<file path="src/rtl/ile_pkg.sv">
// ---------------------------------------------------------------------------
// ile_pkg: shared types and codes for the indexed list engine
// Operation and status codes, the per-cell command struct and the field
// widths of both channels.
// ---------------------------------------------------------------------------
package ile_pkg;

  localparam int MODE_W   = 2;
  localparam int POS_W    = 5;
  localparam int DATA_W   = 32;
  localparam int STATUS_W = 2;
  localparam int CNT_W    = 5;

  // Operation codes on the input channel
  localparam logic [MODE_W-1:0] MODE_INSERT = 2'd0;
  localparam logic [MODE_W-1:0] MODE_APPEND = 2'd1;
  localparam logic [MODE_W-1:0] MODE_DELETE = 2'd2;
  localparam logic [MODE_W-1:0] MODE_GET    = 2'd3;

  // Result status codes
  localparam logic [STATUS_W-1:0] ST_DONE  = 2'd0;
  localparam logic [STATUS_W-1:0] ST_FULL  = 2'd1;
  localparam logic [STATUS_W-1:0] ST_RANGE = 2'd2;

  // Capacity limit after reset
  localparam logic [CNT_W-1:0] CAP_RESET = 5'd16;

  // Action broadcast to the cell row
  typedef enum logic [1:0] {
    ACT_NONE,
    ACT_INS,
    ACT_APP,
    ACT_DEL
  } act_t;

  typedef struct packed {
    act_t             act;
    logic [POS_W-1:0] pos;
    logic [CNT_W-1:0] count;
  } cell_cmd_t;

endpackage

</file>
<file path="src/rtl/ile_cell.sv">
// ---------------------------------------------------------------------------
// ile_cell: one slot of the list
// Holds one entry and, on each broadcast command, keeps it, loads new data,
// or takes the value of its left or right neighbor.
// ---------------------------------------------------------------------------
module ile_cell
  import ile_pkg::*;
#(
  parameter int IDX         = 0,
  parameter int ENTRY_WIDTH = 32
) (
  input  logic                   clk,
  input  cell_cmd_t              cmd,
  input  logic [ENTRY_WIDTH-1:0] wr_data,
  input  logic [ENTRY_WIDTH-1:0] left,
  input  logic [ENTRY_WIDTH-1:0] right,
  output logic [ENTRY_WIDTH-1:0] entry
);

  int pos_i;
  int cnt_i;
  logic [ENTRY_WIDTH-1:0] entry_next;

  // Decide this slot's move from the broadcast command
  always_comb begin
    pos_i      = int'(cmd.pos);
    cnt_i      = int'(cmd.count);
    entry_next = entry;
    case (cmd.act)
      ACT_INS: begin
        if (IDX == pos_i) begin
          entry_next = wr_data;
        end else if (IDX > pos_i && IDX <= cnt_i) begin
          entry_next = left;
        end
      end
      ACT_APP: begin
        if (IDX == cnt_i) begin
          entry_next = wr_data;
        end
      end
      ACT_DEL: begin
        if (IDX >= pos_i && IDX + 1 < cnt_i) begin
          entry_next = right;
        end
      end
      default: begin
        entry_next = entry;
      end
    endcase
  end

  // Hold the entry; payload needs no reset
  always_ff @(posedge clk) begin
    entry <= entry_next;
  end

endmodule

</file>
<file path="config.mk">
export PLATFORM = sky130hd
export DESIGN_NAME = ile_cell
export DESIGN_NICKNAME = d
export VERILOG_FILES = /design/src/rtl/ile_pkg.sv /design/src/rtl/ile_cell.sv
export SDC_FILE = /design/constraint.sdc
export NUM_CORES = 1
export LEC_CHECK = 0
export BUFFER_PORTS_ARGS = -buffer_cell sky130_fd_sc_hd__buf_2
export CORE_MARGIN = 2
export CORE_UTILIZATION = 35
export CTS_BUF_LIST = sky130_fd_sc_hd__clkbuf_16
export CTS_CLUSTER_DIAMETER = 60
export DETAILED_ROUTE_END_ITERATION = 12
export GPL_TIMING_DRIVEN = 0
export PLACE_DENSITY = 0.76
export REMOVE_ABC_BUFFERS = 1
export SLEW_MARGIN = 20
export SYNTH_ARGS = -nofsm -noshare
export SYNTH_HDL_FRONTEND = slang
export SYNTH_SLANG_ARGS = --single-unit
export TNS_END_PERCENT = 5
</file>
<file path="constraint.sdc">
create_clock -name clk -period 4.6 [get_ports clk]
set_input_delay 0.92 -clock clk [delete_from_list [all_inputs] [get_ports clk]]
set_output_delay 0.92 -clock clk [all_outputs]
set_load 0.1 [all_outputs]
</file>
==> results_dict.tcl, run 1 <==
set metrics [dict create \
    outcome "finished clean" \
    drt.antenna.violating_nets 0 \
    ios 141 \
    setup.worst_path.end "entry[13]" \
    initial_core_util_pct 37.27 \
    number_of_antenna_violations_at_the_first_check_in_global_routing 0 \
    post_synth_inst_count 73 \
    dpl_worst_slack_ps 1736 \
    maxSlewViolCount 0 \
    unrepaired_setup_endpoints_after_global_routing "false" \
    ys_seq_area_share_pct 68.88 \
    post_cts_buffers 0 \
    routedWlPerCell_um 13.57 \
    grt_util_all_layers_pct 15.22 \
    timing.fmax_mhz 390.9 \
    max-clock-path-buffers 2 \
    setup_viol_count_final 0 \
    diodes 0 \
    core_region_area_um2 3744 \
    final-instance-count-excl-fill 236 \
    holdWs_ps 948.6 \
    min-delay-path-class "input pin to flip-flop" \
    ys_types 9 \
    post_route_cells_drive_above_1_share_pct 80.85 \
    post_cts_resized 0 \
    mappedNetlistArea_um2 1395 \
    avgViaCountPerCell 4.513 \
    tightestPinTransition_ps 744.5 \
    io_buffers 108 \
    worstPathCellList "buf_2, or4b_4, o41ai_4, buf_4" \
    tritoncts "built" \
    crit_fanout 12 \
    setup.worst_path.start_class "input pin" \
    minimum_setup_slack_in_the_final_design_ps 2042 \
    cts_hold_buf 0 \
    vdd_ir_drop_max_v 0.0002383 \
    placement_rows 22 \
    grt_start_max_net_pins 33 \
    fp.dieW_um 67.14 \
    yosys_warnings 0 \
    worst_path_largest_cell_delay_ps 620 \
    synth_seq_cells 32 \
    drc 0 \
    cts.clk_slew.worst_paths_ps 50 \
    finalWirelength_um 3202 \
    crit_slowest_cell "sky130_fd_sc_hd__o41ai_4" \
    post-route-min-period_ps 2558 \
    worst_ep_required_time_ps 4570 \
    cts_buffers 5 \
    dp_hpwl_um 2619 \
    timing_worst_setup_path_type "input pin to flip-flop" \
    remaining_max_slew_budget_at_the_tightest_pin_pct 50.19 \
    regMostFlops "entry" \
    maxCapViolations 0 \
    cts_root_buf "sky130_fd_sc_hd__clkbuf_16" \
    area_growth_syn_to_layout_pct 56.23 \
    top_regs "entry: 32 flops" \
    via_count 1065 \
    worst_ep_arrival_time_ps 2530 \
    drt_first_pass_iters 4 \
    tritoncts_num_sinks 32 \
    crit_path_end_kind "flip-flop" \
    setup_total_negative_slack_ps 0 \
    gp_routability_congestion 0.6894 \
    grt.overflow.total 0 \
    power.density_nw_per_um2 364.6 \
    largest_reg_flops 32 \
    timing.final.hold_violations 0 \
    startpoint "cmd[4]" \
    syn-mean-instance-area_um2 19.11 \
    dpl.cell_count 228 \
    cts.htree.levels 2 \
    fp.dieH_um 67.14 \
    finish.net_count 296 \
    via_count_of_the_first_global_routing_pass 1127 \
    post-route-period-util_pct 55.61 \
    detail_route.iter0.violations 23 \
    grt_pass1_wl_um 4843 \
    totalPowerFinal_mw 0.7947 \
    power.leakage_nw 0.9687 \
    die-area_um2 4507 \
]
[where the power goes]
| part | leakage [nW] | switching [mW] | internal [mW] | total, mW |
|---|---|---|---|---|
| clock network | 0.0789 | 0.106 | 0.251 | 0.357 |
| registers | 0.289 | 0.00109 | 0.330 | 0.331 |
| logic | 0.601 | 0.0601 | 0.0469 | 0.107 |
| total | 0.969 | 0.167 | 0.627 | 0.795 |
[worst min path at each step]
stage                      from         to  slack [ps]  cells past startpoint
global placement    wr_data[23]  entry[23]        1220                      2
global route          right[17]  entry[17]         950                      2
detailed placement  wr_data[20]  entry[20]        1220                      2
finish                right[24]  entry[24]         950                      2
CTS                   right[24]  entry[24]         940                      2
floorplan              right[0]   entry[0]        1140                      1
[cell families after synthesis]
family                 synth area share [%]
buffers and inverters                 1.076
and+or+nand+nor                       2.152
AOI/OAI and AO/OA                     2.063
muxes                                 25.83
DFF                                   68.88
[cells in the final DEF, fill, tap and decap left out]
cell	count
sky130_fd_sc_hd__or4b_4	1
sky130_fd_sc_hd__nand2_2	1
sky130_fd_sc_hd__buf_2	108
sky130_fd_sc_hd__nor4b_1	1
sky130_fd_sc_hd__bufinv_16	1
sky130_fd_sc_hd__buf_8	1
sky130_fd_sc_hd__nor2_1	1
sky130_fd_sc_hd__edfxtp_1	32
sky130_fd_sc_hd__mux2_2	32
sky130_fd_sc_hd__clkbuf_16	5
sky130_fd_sc_hd__o211ai_2	1
sky130_fd_sc_hd__buf_4	1
sky130_fd_sc_hd__o41ai_4	1
sky130_fd_sc_hd__clkinv_1	2
[per-stage QoR]
| step | utilization [%] | cell area, um2 |
|---|---|---|
| after floorplan | - | 1380 |
| after global placement | 52.91 | 1981 |
| after detailed placement | 53.88 | 2017 |
| after CTS | 58.22 | 2180 |
| after global routing | 58.22 | 2180 |
| final | 58.22 | 2180 |
[critical path: cells and delay by family]
kind	cells	cell delay, ps
and+or+nand+nor	1	550
AOI/OAI and AO/OA	1	620
buffers and inverters	2	430
[area by class of cell]
cell class	instances	area [um2]
clock buffers	5	125.1
flip-flops and latches	32	960.9
fillers	328	1564
clock inverters	3	37.54
multi-input cells	38	432.9
repair buffers	110	563.0
well taps	48	60.06
[Yosys cell counts, drive strengths merged]
cell type  count  area (um2)
nand2          1       3.750
edfxtp        32       960.9
mux2          32       360.4
nor4b          1       8.760
buf            3       15.01
o41ai          1       16.27
nor2           1       3.750
o211ai         1       12.51
or4b           1       13.76
[metal layers]
metal / wire (um) / part of all wire, % / global-route usage [%]
met4: 84 / 2.6 / 10.46
met5: 0 / 0 / 0
met3: 369 / 12 / 5.167
met2: 1674 / 52 / 27.60
met1: 1073 / 34 / 14.24
Note: power is estimated with default switching activity, not from simulation.
==> run 2: changes to the inputs <==
--- a/config.mk
+++ b/config.mk
@@ -5,14 +5,15 @@
 export SDC_FILE = /design/constraint.sdc
 export NUM_CORES = 1
 export LEC_CHECK = 0
+export ABC_AREA = 1
 export BUFFER_PORTS_ARGS = -buffer_cell sky130_fd_sc_hd__buf_2
 export CORE_MARGIN = 2
-export CORE_UTILIZATION = 35
+export CORE_UTILIZATION = 34
 export CTS_BUF_LIST = sky130_fd_sc_hd__clkbuf_16
 export CTS_CLUSTER_DIAMETER = 60
 export DETAILED_ROUTE_END_ITERATION = 12
 export GPL_TIMING_DRIVEN = 0
-export PLACE_DENSITY = 0.76
+export PLACE_DENSITY = 0.73
 export REMOVE_ABC_BUFFERS = 1
 export SLEW_MARGIN = 20
 export SYNTH_ARGS = -nofsm -noshare
==> constraint.sdc (replaced) <==
create_clock -name clk -period 2.15 [get_ports clk]
set_input_delay 0.43 -clock clk [delete_from_list [all_inputs] [get_ports clk]]
set_output_delay 0.43 -clock clk [all_outputs]
set_load 0.1 [all_outputs]
==> run 2 against run 1 <==
  * Sequential power grew 110%
  * First-iteration DRC count grew to 2.7 times the previous value
  * Die area grew 17%
  * Synthesized cell count grew 110%
  * Combinational power grew 130%
  * Critical path depth grew 1
  * Final cell count grew 31%
  * Non-clock buffer count shrank 2
  * Global-route usage shrank 0.64 points
  * Worst setup slack lost 1900 ps
  * Clock-buffer cell count is the same
  * Final area grew 1.4%
  * Critical path type unchanged
  * Largest power group is now sequential cells
==> results_dict.tcl, run 2 <==
set metrics [dict create \
    cts_root_buf "sky130_fd_sc_hd__clkbuf_16" \
    grt_start_max_net_pins 36 \
    placement_rows 24 \
    power.switching_fraction_pct 24.27 \
    layout.cells.most_common "sky130_fd_sc_hd__buf_2" \
    synth-main-ff-cell "sky130_fd_sc_hd__edfxtp_1" \
    most-common-layout-cells "sky130_fd_sc_hd__buf_2, sky130_fd_sc_hd__nand2_1, sky130_fd_sc_hd__nand3_1" \
    dpl.cell_count 303 \
    worst_ep_required_time_ps 2040 \
    grt_pass1_wl_um 5982 \
    fp.dieH_um 72.63 \
    crit_fanout 35 \
    drt.antenna.violating_nets 0 \
    ios 141 \
    unrepaired_setup_endpoints_after_global_routing "false" \
    grt_util_all_layers_pct 14.58 \
    setup_viol_count_final 0 \
    synth_seq_cells 32 \
    worst_path_largest_cell_delay_ps 570 \
    setup_total_negative_slack_ps 0 \
    finalWirelength_um 3710 \
    outcome "finished clean" \
    post_synth_inst_count 154 \
    synth_area_leader_cell "sky130_fd_sc_hd__edfxtp_1" \
    max-clock-path-buffers 2 \
    detail_route.iter0.violations 61 \
    cts.htree.levels 2 \
    via_count 1456 \
    post_cts_resized 0 \
    final-instance-count-excl-fill 310 \
    min-delay-path-class "input pin to flip-flop" \
    top_regs "entry: 32 flops" \
    startpoint "cmd[10]" \
    yosys_warnings 0 \
    core_region_area_um2 4444 \
    finalCoreUtilization_pct 49.72 \
    crit_path_end_kind "flip-flop" \
    maxSlewViolCount 0 \
    post-route-period-util_pct 93.05 \
    finish.net_count 367 \
    cts_hold_buf 0 \
    timing.fmax_mhz 499.8 \
    tritoncts_num_sinks 32 \
    syn-mean-instance-area_um2 10.40 \
    worst_ep_arrival_time_ps 1900 \
    avgViaCountPerCell 4.697 \
    async_reset_ff_share_pct 0 \
    cell_internal_pwr_mw 1.202 \
    remaining_max_slew_budget_at_the_tightest_pin_pct 49.70 \
    setup.worst_path.start_class "input pin" \
    cts.clk_slew.worst_paths_ps 50 \
    timing_worst_setup_path_type "input pin to flip-flop" \
    regMostFlops "entry" \
    largest_reg_flops 32 \
    post_route_cells_drive_above_1_share_pct 49.22 \
    min-delay-start "wr_data[27]" \
    holdWs_ps 427.3 \
    filler_instances 434 \
    maxCapViolations 0 \
    worst_hold_path.num_cells 3 \
    routedWlPerCell_um 11.97 \
    tritoncts "built" \
    seq_power_share_pct 44.6 \
    dp_hpwl_um 2605 \
    number_of_antenna_violations_at_the_first_check_in_global_routing 0 \
    tightestPinTransition_ps 751.9 \
    power.leakage_nw 1.084 \
    diodes 0 \
    via_count_of_the_first_global_routing_pass 1406 \
    timing.final.hold_violations 0 \
    crit_slowest_cell "sky130_fd_sc_hd__nand2_2" \
    ys_types 10 \
    cts_buffers 5 \
    synth_largest_type_area_fraction_pct 60.00 \
    die-area_um2 5275 \
    yosys.cell_count.top_type "sky130_fd_sc_hd__nand2_1" \
    ys_top_cells_by_count "sky130_fd_sc_hd__nand2_1, sky130_fd_sc_hd__nand3_1, sky130_fd_sc_hd__edfxtp_1, sky130_fd_sc_hd__nand2_2, sky130_fd_sc_hd__buf_6" \
    initial_core_util_pct 36.04 \
    ys_seq_area_share_pct 60.00 \
    drc 0 \
    mappedNetlistArea_um2 1602 \
    combinational_share_of_power_pct 15.7 \
    post_cts_buffers 0 \
    gp_routability_congestion 0.7164 \
    synth-edff-count 32 \
    drt_first_pass_iters 4 \
    vdd_ir_drop_max_v 0.0002927 \
    power.net_switching_mw 0.3852 \
    power.density_nw_per_um2 718.4 \
    clock_power_share_pct 39.6 \
    fp.dieW_um 72.63 \
    area_growth_syn_to_layout_pct 37.97 \
    io_buffers 108 \
    ys_top_cells_by_area "sky130_fd_sc_hd__edfxtp_1, sky130_fd_sc_hd__nand2_1, sky130_fd_sc_hd__nand3_1" \
    post-route-min-period_ps 2001 \
    grt.overflow.total 0 \
    worstPathCellList "buf_2, nand2_1, nor2_1, nand3_1, nand2_2" \
]
[run 2: cell types whose count changed in the layout (fill, tap and decap cells not counted), sizes merged, moves of 2 or more]
cell	change
nand2	+67
nor2	+4
mux2	-32
inv	+3
nand3	+34
buf	-2
[run 2: power by group through the flow]
stage	Combinational, mW	Sequential [mW]	Clock [mW]
4_1_cts	0.252	0.708	0.653
3_5_place_dp	0.252	0.720	0
2_1_floorplan	0.0627	0.798	0
3_3_place_gp	0.246	0.720	0
6_report	0.249	0.709	0.629
5_1_grt	0.277	0.708	0.682
[run 2: path summary, 6_finish.rpt]
| path | endpoint | slack (ps) |
|---|---|---|
| worst max-delay path | entry[14] | 150 |
| worst min-delay path | entry[27] | 430 |
[run 2: kinds of logic after synthesis]
logic type / synth area share, %
buffers and inverters: 8.984
DFF: 60.00
and+or+nand+nor: 31.02
[run 2: critical path, delay by kind of cell]
family                 cells  cell delay [ps]
buffers and inverters      1              550
and+or+nand+nor            4              900
[run 2: layout make-up]
type / count / area [um2] / share of cell area (%)
tap: 52 / 65.06 / 2.945
inverter: 3 / 11.26 / 0.5096
clock buffer: 5 / 125.1 / 5.663
multi-input combinational: 108 / 499.2 / 22.59
clock inverter: 2 / 7.507 / 0.3398
sequential: 32 / 960.9 / 43.49
timing repair buffer: 108 / 540.5 / 24.46
[run 2: layer usage]
layer	vias up	share of wire (%)	track usage, %
met3	8	6.9	2.762
met2	73	52	25.76
met5	-	0	0
met1	649	39	16.18
li1	726	-	-
met4	0	2.1	8.642
[run 2: stage by stage]
stage	cell area, um2	setup WS (ps)	total power [mW]
6_report	2210	149.3	1.587
3_3_place_gp	2074	-557.6	0.9661
5_1_grt	2210	5.811	1.667
3_5_place_dp	2077	-176.6	0.9720
4_1_cts	2210	112.5	1.613
2_1_floorplan	1469	396.0	0.8610
